--- config.mk ---
export PLATFORM = sky130hd
export DESIGN_NAME = slot_table_aligned_allocator
export DESIGN_NICKNAME = d
export VERILOG_FILES = /design/src/rtl/sta_pkg.sv /design/src/rtl/sta_ctrl.sv /design/src/rtl/sta_dp.sv /design/src/rtl/slot_table_aligned_allocator.sv
export SDC_FILE = /design/constraint.sdc
export NUM_CORES = 2
export LEC_CHECK = 0
export BUFFER_PORTS_ARGS = -buffer_cell sky130_fd_sc_hd__buf_2
export CAP_MARGIN = 20
export CORE_UTILIZATION = 54
export CTS_CLUSTER_DIAMETER = 60
export DETAILED_ROUTE_END_ITERATION = 10
export GPL_ROUTABILITY_DRIVEN = 0
export PLACE_DENSITY = 0.79
export SLEW_MARGIN = 30
export SYNTH_ARGS = -nofsm -noshare
export SYNTH_HDL_FRONTEND = slang
export SYNTH_SLANG_ARGS = --single-unit
--- constraint.sdc ---
create_clock -name clk -period 8.3 [get_ports clk]
set_input_delay 0.83 -clock clk [delete_from_list [all_inputs] [get_ports clk]]
set_output_delay 0.83 -clock clk [all_outputs]
set_load 0.01 [all_outputs]
--- src/rtl/sta_pkg.sv ---
// package for the slot table aligned allocator
// item and control structs, status and command codes and sizing constants; no dependencies
package sta_pkg;
	localparam int MEM_BYTES_DEF = 4096;
	localparam int SLOT_COUNT_DEF = 20;
	localparam int BND_W = 13;
	localparam int FLD_W = 14;
	localparam logic [BND_W-1:0] RESET_BOUNDARY = 13'd16;

	localparam logic [1:0] ST_OK = 2'd0;
	localparam logic [1:0] ST_OOM = 2'd1;
	localparam logic [1:0] ST_BADADDR = 2'd2;

	localparam logic CMD_ALLOC = 1'b0;
	localparam logic CMD_FREE = 1'b1;

	typedef struct packed {
		logic command;
		logic [15:0] request_size;
		logic [15:0] address;
	} in_item_t;

	typedef struct packed {
		logic [1:0] status;
		logic [11:0] alloc_address;
	} out_item_t;

	// controller to datapath
	typedef struct packed {
		logic load;      // capture item, reset scan
		logic scan;      // examine one slot
		logic div_start; // start remainder unit
		logic div_step;  // one remainder iteration
		logic div_sel;   // 0: base mod g, 1: req mod g
		logic finish;    // decide and write back
	} ctl_t;

	// datapath to controller
	typedef struct packed {
		logic is_free;
		logic early_done; // bad request or out of range free
		logic scan_hit;
		logic scan_last;
		logic div_done;
	} sts_t;
endpackage

--- src/rtl/sta_ctrl.sv ---
// controller state machine for the slot table aligned allocator
// depends on sta_pkg
module sta_ctrl (
	input logic clk,
	input logic arst_n,
	input logic start,
	input sta_pkg::sts_t sts,
	output sta_pkg::ctl_t ctl,
	output logic busy
);
	import sta_pkg::*;

	localparam logic [2:0] S_IDLE = 3'd0;
	localparam logic [2:0] S_CHK = 3'd1;
	localparam logic [2:0] S_SCAN = 3'd2;
	localparam logic [2:0] S_DIVB = 3'd3;
	localparam logic [2:0] S_DIVR = 3'd4;
	localparam logic [2:0] S_FIN = 3'd5;

	logic [2:0] state_q, state_d;
	logic kick_q;

	always_ff @(posedge clk or negedge arst_n) begin
		if (!arst_n) begin
			state_q <= S_IDLE;
			kick_q <= 1'b0;
		end else begin
			state_q <= state_d;
			kick_q <= ctl.div_start;
		end
	end

	always_comb begin
		state_d = state_q;
		ctl = '0;
		case (state_q)
			S_IDLE: begin
				if (start) begin
					ctl.load = 1'b1;
					state_d = S_CHK;
				end
			end
			S_CHK: begin
				if (sts.early_done) state_d = S_FIN;
				else state_d = S_SCAN;
			end
			S_SCAN: begin
				ctl.scan = 1'b1;
				if (sts.scan_hit || sts.scan_last) begin
					if (sts.is_free || !sts.scan_hit) begin
						state_d = S_FIN;
					end else begin
						ctl.div_start = 1'b1;
						state_d = S_DIVB;
					end
				end
			end
			S_DIVB: begin
				ctl.div_step = !kick_q;
				if (!kick_q && sts.div_done) begin
					ctl.div_start = 1'b1;
					ctl.div_sel = 1'b1;
					state_d = S_DIVR;
				end
			end
			S_DIVR: begin
				ctl.div_sel = 1'b1;
				ctl.div_step = !kick_q;
				if (!kick_q && sts.div_done) state_d = S_FIN;
			end
			S_FIN: begin
				ctl.finish = 1'b1;
				state_d = S_IDLE;
			end
			default: state_d = S_IDLE;
		endcase
	end

	assign busy = (state_q != S_IDLE);
endmodule

--- src/rtl/sta_dp.sv ---
// datapath for the slot table aligned allocator: slot table, scan, remainder unit
// depends on sta_pkg
module sta_dp #(
	parameter int MEM_BYTES = sta_pkg::MEM_BYTES_DEF,
	parameter int SLOT_COUNT = sta_pkg::SLOT_COUNT_DEF
) (
	input logic clk,
	input logic arst_n,
	input logic cfg_we,
	input logic [sta_pkg::BND_W-1:0] cfg_data,
	input sta_pkg::in_item_t in_item,
	input sta_pkg::ctl_t ctl,
	output sta_pkg::sts_t sts,
	output sta_pkg::out_item_t result,
	output logic result_valid
);
	import sta_pkg::*;

	localparam int IW = (SLOT_COUNT > 1) ? $clog2(SLOT_COUNT) : 1;
	localparam int SW = 17;
	localparam logic [IW-1:0] LAST = IW'(SLOT_COUNT - 1);
	localparam logic [16:0] MEMB = 17'(MEM_BYTES);

	logic [BND_W-1:0] boundary_q;
	logic [SLOT_COUNT-1:0] valid_q;
	logic [FLD_W-1:0] off_q [SLOT_COUNT];
	logic [FLD_W-1:0] size_q [SLOT_COUNT];

	logic cmd_q;
	logic [15:0] req_q, addr_q;
	logic [IW-1:0] idx_q;
	logic hit_q;
	logic [SW-1:0] base_q;
	logic [SW-1:0] rem_q, rb_q;
	logic [4:0] cnt_q;
	logic [SW-1:0] quo_dummy_q;

	logic [12:0] g;
	assign g = (boundary_q == '0) ? 13'd1 : boundary_q;

	logic cur_match;
	assign cur_match = cmd_q ? (valid_q[idx_q] && (off_q[idx_q] == addr_q[FLD_W-1:0])
		&& (addr_q[15:FLD_W] == '0)) : !valid_q[idx_q];

	assign sts.is_free = cmd_q;
	assign sts.early_done = cmd_q ? (17'(addr_q) >= MEMB)
		: (req_q == '0 || 17'(req_q) > MEMB);
	assign sts.scan_hit = cur_match;
	assign sts.scan_last = (idx_q == LAST);
	assign sts.div_done = (cnt_q == '0);

	// restoring remainder, one bit per cycle over 17 bits
	logic [SW-1:0] tr;
	logic [SW:0] sh;
	assign sh = {rem_q, quo_dummy_q[SW-1]};
	assign tr = (sh >= {5'd0, g}) ? SW'(sh - {5'd0, g}) : sh[SW-1:0];

	logic [SW-1:0] prev_end;
	always_comb begin
		if (idx_q == '0) prev_end = '0;
		else prev_end = SW'(off_q[idx_q - 1'b1]) + SW'(size_q[idx_q - 1'b1]);
	end

	logic [SW-1:0] abase, need;
	logic [SW:0] tot;
	assign abase = (rb_q == '0) ? base_q : SW'(base_q + SW'(g) - rb_q);
	assign need = SW'(17'(req_q) + SW'(g) - rem_q);
	assign tot = 18'(abase) + 18'(need);

	always_ff @(posedge clk or negedge arst_n) begin
		if (!arst_n) begin
			boundary_q <= RESET_BOUNDARY;
			valid_q <= '0;
			result_valid <= 1'b0;
		end else begin
			if (cfg_we) boundary_q <= cfg_data;
			result_valid <= ctl.finish;
			if (ctl.finish && hit_q && !sts.early_done) begin
				if (cmd_q) begin
					valid_q[idx_q] <= 1'b0;
				end else if (tot <= 18'(MEMB)) begin
					valid_q[idx_q] <= 1'b1;
				end
			end
		end
	end

	always_ff @(posedge clk or negedge arst_n) begin
		if (!arst_n) begin
			for (int i = 0; i < SLOT_COUNT; i++) begin
				off_q[i] <= '0;
				size_q[i] <= '0;
			end
		end else if (ctl.finish && hit_q && !sts.early_done) begin
			if (cmd_q) begin
				size_q[idx_q] <= '0;
			end else begin
				off_q[idx_q] <= abase[FLD_W-1:0];
				if (tot <= 18'(MEMB)) size_q[idx_q] <= need[FLD_W-1:0];
			end
		end
	end

	always_ff @(posedge clk) begin
		if (ctl.load) begin
			cmd_q <= in_item.command;
			req_q <= in_item.request_size;
			addr_q <= in_item.address;
			idx_q <= '0;
			hit_q <= 1'b0;
		end else if (ctl.scan) begin
			if (cur_match) begin
				hit_q <= 1'b1;
				base_q <= prev_end;
			end else if (idx_q != LAST) begin
				idx_q <= idx_q + 1'b1;
			end
		end
		if (ctl.div_start) begin
			rem_q <= '0;
			cnt_q <= 5'(SW);
			quo_dummy_q <= ctl.div_sel ? 17'(req_q) : (ctl.scan ? prev_end : base_q);
		end else if (ctl.div_step && cnt_q != '0) begin
			rem_q <= tr;
			quo_dummy_q <= {quo_dummy_q[SW-2:0], 1'b0};
			cnt_q <= cnt_q - 1'b1;
			if (cnt_q == 5'd1 && !ctl.div_sel) rb_q <= tr;
		end
		if (ctl.finish) begin
			if (sts.early_done || !hit_q) begin
				result.status <= cmd_q ? ST_BADADDR : ST_OOM;
				result.alloc_address <= '0;
			end else if (cmd_q) begin
				result.status <= ST_OK;
				result.alloc_address <= '0;
			end else if (tot <= 18'(MEMB)) begin
				result.status <= ST_OK;
				result.alloc_address <= abase[11:0];
			end else begin
				result.status <= ST_OOM;
				result.alloc_address <= '0;
			end
		end
	end

`ifndef SYNTHESIS
	a_valid_one: assert property (@(posedge clk) disable iff (!arst_n)
		result_valid |=> !result_valid) else $error("result strobe held");
	a_cnt: assert property (@(posedge clk) disable iff (!arst_n)
		ctl.div_step |-> (cnt_q <= 5'(SW))) else $error("remainder count out of range");
	a_ok_addr: assert property (@(posedge clk) disable iff (!arst_n)
		(result_valid && result.status != ST_OK) |-> result.alloc_address == '0)
		else $error("address on failed item");
`endif
endmodule

--- src/rtl/slot_table_aligned_allocator.sv ---
// top level of the slot table aligned allocator
// joins sta_ctrl and sta_dp; depends on sta_pkg
//
// sequence: a bad request or out of range free goes from the check straight to finish, a
//   free scans the slot table first, and an allocate that finds a free slot also runs
//   the 17-step bit-serial remainder unit twice (base mod g, then request mod g)
// throughput: one item at a time; busy drops as the result strobe rises, so the next item
//   is taken at the edge that ends the strobe
// reset: asynchronous, clears the slot table and sets boundary to 16; results cannot stall
module slot_table_aligned_allocator #(
	parameter int MEM_BYTES = sta_pkg::MEM_BYTES_DEF,
	parameter int SLOT_COUNT = sta_pkg::SLOT_COUNT_DEF
) (
	input logic clk,
	input logic arst_n,
	input logic start,
	output logic busy,
	input sta_pkg::in_item_t in_item,
	input logic cfg_we,
	input logic [sta_pkg::BND_W-1:0] cfg_data,
	output logic result_valid,
	output sta_pkg::out_item_t result
);
	import sta_pkg::*;

	ctl_t ctl;
	sts_t sts;

	// controller sequences check, scan and the two remainders
	sta_ctrl u_ctrl (
		.clk(clk), .arst_n(arst_n), .start(start),
		.sts(sts), .ctl(ctl), .busy(busy)
	);

	// datapath holds the table and the arithmetic
	sta_dp #(.MEM_BYTES(MEM_BYTES), .SLOT_COUNT(SLOT_COUNT)) u_dp (
		.clk(clk), .arst_n(arst_n), .cfg_we(cfg_we), .cfg_data(cfg_data),
		.in_item(in_item), .ctl(ctl), .sts(sts),
		.result(result), .result_valid(result_valid)
	);
endmodule
# Word-level counts from Yosys, hierarchy flattened
# Index checks and enable logic that the tools add are counted.
# totals
regBits	724
mem_bits_rw	0
latchBits	0
memories	0
wordCells	190
output_inout_bits	16
in_bits	50
romBits	0
# op_classes
div_mod_pow	0
bitwise	12
n_shift	0
n_mul	0
n_eq_ne	13
n_reduce_logical	38
magnitude_cmp	9
n_addsub	10
muxes	51
# ops
op	n
bitwise mux 280 bit	2
2-to-1 mux 280 bit	2
bitwise AND 280 bit	1
inverter 280 bit	1
binary-select mux 14 bit (select 5 bit)	3
2-to-1 mux 14 bit	9
2-to-1 mux 17 bit	7
demux 14 bit (select 5 bit)	1
2-to-1 mux 20 bit	2
subtractor 17 bit	2
2-to-1 mux 13 bit	2
bitwise AND 20 bit	1
inverter 20 bit	1
OR 20 bit	1
adder 17 x 17 -> 18 bit	1
>= comparator 18 x 13 -> 1 bit	1
less-or-equal comparator 18 x 13 -> 1 bit (second input constant)	1
2-to-1 mux 3 bit	6
adder 16 x 13 -> 17 bit	1
adder 17 x 13 -> 17 bit	1
logical NOT 17 bit	1
subtractor 17 x 13 -> 17 bit	1
>= comparator 16 x 13 -> 1 bit (second input constant)	1
> comparator 16 x 13 -> 1 bit (second input constant)	1
40 further kinds	83

# Logic depth before layout (Yosys ltp)
# depth
ltp_word	15
mapped_depth	29
mapped_depth_nobuf	26

# Modules after synthesis
# Synthesis repeated with hierarchy kept, for this count alone.
# hier_totals
cells_unflattened	3523
area_unflattened_um2	38834.7
# by_module_without_submodules
mod	cells_each	seq_area_each_um2	area_each_um2	n_inst
sta_dp	3480	18308.8	38514.4	1
sta_ctrl	43	100.1	320.3	1

# Worst setup path before layout
# Ideal clock, no wire load.
# synth_timing
kind	register to register
startpoint	register u_dp.boundary_q[12]
endpoint	register u_dp.size_q[275] (netlist bit)
path_stages_with_launch	29
synth_period_minus_slack_ns	6.038
t_required_ns	8.172
setup_slack_ns	2.262
path_buffers	2
setup_time_ns	0.128
arrival_time_ns	5.910
cell_sequence	dfrtp_1 -> inv_1 -> nand4_1 -> nor4_1 -> a31o_2 -> ha_1 -> inv_1 -> fa_1 -> nor2b_1 -> o21ai_0 -> a21oi_1 -> o211ai_1 -> a21o_1 -> a31o_2 -> o311a_1 -> mux2i_1 -> nand2_1 -> ha_1 -> or4_1 -> nor2_1 -> o21ai_0 -> a2111oi_0 -> and4_1 -> o2111ai_2 -> a211o_1 -> buf_2 -> a211oi_4 -> buf_6 -> mux2_1
# synth_between
elab_chain_cells	9
word_cells_on_any_way	14
classes_between	add/sub: 5; order compare: 1; mux: 5; reduce/logical: 3
# synth_lines
element	line	text
from (decl)	sta_dp.sv:24	logic [BND_W-1:0] boundary_q;
from (signal assigned)	sta_dp.sv:76	if (cfg_we) boundary_q <= cfg_data;
logical NOT 13 bit	sta_dp.sv:39	assign g = (boundary_q == '0) ? 13'd1 : boundary_q;
2-to-1 mux 13 bit *	sta_dp.sv:39	
adder 17 x 13 -> 17 bit	sta_dp.sv:66	assign abase = (rb_q == '0) ? base_q : SW'(base_q + SW'(g) - rb_q);
subtractor 17 bit	sta_dp.sv:66	
2-to-1 mux 17 bit	sta_dp.sv:66	
adder 17 x 17 -> 18 bit	sta_dp.sv:68	assign tot = 18'(abase) + 18'(need);
less-or-equal comparator 18 x 13 -> 1 bit	sta_dp.sv:99	if (tot <= 18'(MEMB)) size_q[idx_q] <= need[FLD_W-1:0];
nonzero test 2 bit (no source line)	--	
AND reduction 2 bit (no source line)	--	
to (signal, indexed assignment)	sta_dp.sv:99	
to (decl)	sta_dp.sv:27	logic [FLD_W-1:0] size_q [SLOT_COUNT];
# Every way passes the cells marked *; elsewhere a longest branch is shown, timed or not. The select of a mux whose other input is x is not followed.
# A chain may end at the register's enable or synchronous reset.

# Worst setup path after layout
# layout_timing
startpoint	register u_dp.boundary_q[9]
endpoint	register u_dp.size_q[258] (netlist bit)
# The elaborated chain is that of the path after synthesis.

==> results.yml <==
pwr:
  p_leak_nw: 19.2
  p_clk_share_pct: 27.9
  power_density_mw_per_mm2: 302
  seqPwrFrac_pct: 30.7
  p_sw_share_pct: 40.1
  p_sw_w: 0.00525
  p_int_w: 0.00782
  share_comb_of_total_power_pct: 41.4
  irDropWorstVdd_mv: 0.269
  finalPower_w: 0.0131
synth:
  async_flop_share_pct: 82.8
  synth_flop_cell: "dfrtp_1"
  synth_fp_nets: 3287
  syn_avg_cell_area_sq_um: 12.5
  ys_ff_latch: 722
  synth_area_leader_cell: "dfrtp_1"
  yosys-top-cells-area: "dfrtp_1 38%, mux2_2 12%, mux4_2 11%, edfxtp_1 7.4%, ha_1 2.9%"
  synth_edf_count: 96
  synth_cells: 3118
  yosys.area.top_type_share_pct: 38.4
  ys_types: 81
  seq_area_frac_synth_pct: 47.3
  yosysWarnings: 0
  post-synth-top-count-cell: "dfrtp_1"
  syn_area_sq_mm: 0.0389
  synthTopCellsByCount: "597 x dfrtp_1, 402 x mux2_2, 192 x mux4_2"
critical_path:
  worst-path-stages: 27
  critPathMaxStageDelay_ns: 0.78
  crit_path_start_kind: "register"
  cp_top_family: "simple AND/OR/NAND/NOR gates"
  ff2ff_path_depth: 27
  cp_data_arrival_time_ns: 8.20
  cp.required_ns: 8.86
  worstPathMaxFanout: 69
  criticalPathCategory: "reg -> reg"
  critical_path_buf_inv_count: 3
  cp-end-kind: "register"
  crit_path_top_delay_cell: "and2_1"
global_routing:
  grt_usage_pct: 30.9
  overflow: 0
  grt_pass1_wl_um: 172000
  grt_pass1_vias: 28200
  grt_max_degree: 183
  antenna_found_initial: 2
run:
  max-cap-violations: 0
timing:
  drv_slew: 0
  period_share_pct: 92.0
  timing.final.ws_setup_ns: 0.666
  rsz0062_at_grt: "no"
  setup_tns_ns: 0
  setup_viol: 0
  min_period_ns: 7.63
  worstMarginPinSlew_ns: 1.02
  fin_skew_ns: 0.0309
  finalHoldWorstSlack_ns: 0.128
  hold_viol_final: 0
  relSlewSlack_pct: 31.6
  max_freq_ghz: 0.131
detailed_routing:
  detail-route-antenna-nets: 0
  wl_per_cell_um: 27.1
  vias: 28000
  routed_wl_um: 112000
  drt_first_pass_iters: 5
  drc: 0
  drtIter0Drc: 3312
  vias_per_cell: 6.74
finish:
  final_area_sq_mm: 0.0432
  syn_to_final_growth_pct: 11.0
  fill_cells: 5422
  fin_nets: 3306
  drive_above_1_share_pct: 29.8
die:
  row_count: 98
  ioPinCount: 66
  die_h_um: 270
  die_area_sq_mm: 0.0731
  start_util_pct: 54.5
  core-area_sq_mm: 0.0714
  chipWidth_um: 270
clocking:
  htreeDepth: 3
  clock_latency_ns: 0.65
  cts_buffer_depth: 3
  cts_made_buffers: 79
  cts_tree: "built"
  post_cts_resized: 0
  root_buffer: "clkbuf_16"
  cts_setup_buffers: 0
  cts_sinks: 722
  clk_pin_slew_ns: 0.06
  hold_buffers: 0
outcome:
  outcome: "finished, final reports clean"
hold_path:
  hold_class: "in -> async"
placed_design:
  hpwl_um: 74300
  placed_area_sq_mm: 0.0405
  pre_cts_ws_ns: 0.921
  io_buffer_count: 65
-- through the flow --
stage | util, % | std cells
after floorplan | - | 3118
after global placement | 56.6 | 4002
after detailed placement | 56.7 | 4005
after CTS | 60.5 | 4152
after global routing | 60.5 | 4153
final | 60.6 | 4156
-- worst register-to-register path, cell delays in order (launching register included) --
cell and delay [ns]:
dfrtp_1 0.37, inv_1 0.17, nand4_1 0.13, nor4_1 0.27
a31o_2 0.25, ha_1 0.21, inv_1 0.08, fa_1 0.47
nor2b_1 0.12, o21ai_0 0.12, a21oi_1 0.28, o211ai_1 0.16
a21oi_1 0.21, nor3_1 0.11, nor3_1 0.38, or3_1 0.18
nand3_1 0.08, ha_1 0.28, or4_1 0.50, nor2_1 0.22
o21ai_0 0.14, a2111oi_0 0.26, and4_1 0.26, o2111ai_2 0.15
a211oi_4 0.65, buf_12 0.39, and2_1 0.82, a22o_1 0.29
-- power by group through the flow --
stage	logic, W	clock network (W)	registers (W)
floorplan	0.00367	0	0.00401
global placement	0.00513	0	0.00407
detailed placement	0.00523	0	0.00407
CTS	0.00527	0.00367	0.00401
global route	0.00580	0.00380	0.00402
finish	0.00541	0.00364	0.00401
-- cell type report --
type | instances | area [sq um] | share of cell area [%]
Clock inverter | 33 | 390 | 0.903
Multi-Input combinational cell | 2020 | 19200 | 44.5
Tap cell | 950 | 1190 | 2.75
Clock buffer | 114 | 2300 | 5.33
Inverter | 162 | 608 | 1.41
Antenna cell | 3 | 7.51 | 0.0174
Timing Repair Buffer | 152 | 1050 | 2.43
Sequential cell | 722 | 18400 | 42.6
-- metal layers --
| layer | routed length [um] | vias up | track usage (%) |
|---|---|---|---|
| met3 | 12000 | 365 | 7.79 |
| met4 | 5910 | 0 | 15.4 |
| met1 | 42500 | 14300 | 40.6 |
| met2 | 52100 | 1616 | 48.0 |
| li1 | - | 11700 | - |
| met5 | 0 | - | 0 |
-- state kept, by name (all words and copies together), names as in the netlist, 3 cells and up, named ones only --
name	cells
u_dp.size_q	280
u_dp.boundary_q	13
u_dp.rem_q	17
u_dp.base_q	15
u_dp.result	14
u_dp.rb_q	17
u_dp.idx_q	5
u_dp.req_q	16
u_dp.quo_dummy_q	17
u_dp.addr_q	16
u_dp.cnt_q	5
u_dp.off_q	280
u_ctrl.state_q	3
-- placed cells by master, fill, tap and decap left out, drive strengths merged, types with 8 or more instances in the layout --
| cell | Yosys | final |
|---|---|---|
| nand3 | 42 | 42 |
| nor4 | 14 | 14 |
| mux4 | 192 | 192 |
| a21oi | 120 | 120 |
| o22ai | 37 | 37 |
| nand2 | 183 | 183 |
| nand2b | 12 | 12 |
| a211oi | 12 | 12 |
| dfxtp | 28 | 28 |
| ha | 90 | 90 |
| or3 | 8 | 8 |
| xor2 | 28 | 28 |
| mux2i | 79 | 79 |
| o31ai | 11 | 11 |
| o21a | 13 | 13 |
| dfrtp | 597 | 597 |
| edfxtp | 96 | 96 |
| o21ai | 112 | 112 |
| mux2 | 413 | 413 |
| o2bb2ai | 96 | 96 |
| clkinv | 4 | 25 |
| a32o | 34 | 34 |
| clkbuf | 132 | 114 |
| inv | 158 | 163 |
| a21o | 11 | 11 |
| a22o | 75 | 75 |
| o211ai | 10 | 10 |
| fa | 29 | 29 |
| and3 | 19 | 19 |
| nor2 | 132 | 132 |
| a22oi | 9 | 9 |
| and2 | 27 | 27 |
| nor2b | 20 | 20 |
| xnor2 | 39 | 39 |
| nor3 | 44 | 44 |
| nand4 | 10 | 10 |
| buf | 82 | 152 |
-- final timing paths --
| kind | slack (ns) | end | from |
|---|---|---|---|
| max in group asynchronous | 6.20 | u_dp.off_q[111] | arst_n |
| worst min-delay path | 0.13 | u_dp.size_q[223] | arst_n |
| worst max-delay path | 0.67 | u_dp.size_q[258] | u_dp.boundary_q[9] |
| worst min register to register | 0.45 | u_dp.cnt_q[4] | u_dp.cnt_q[4] |
| worst max register to register | 0.67 | u_dp.size_q[258] | u_dp.boundary_q[9] |
| min in group clk | 0.35 | u_dp.addr_q[9] | in_item[9] |
-- logic make-up after synthesis --
kind of cell	Yosys count	share of synthesized area (%)
AND/OR/NAND/NOR	538	6.55
buffers and inverters	376	3.90
multiplexers	684	25.1
adder cells (fa/ha/maj)	119	4.39
XOR/XNOR	67	1.51
AO/OA/AOI/OAI	612	11.3
flip-flops	722	47.3
(Power assumes the default switching activity.)
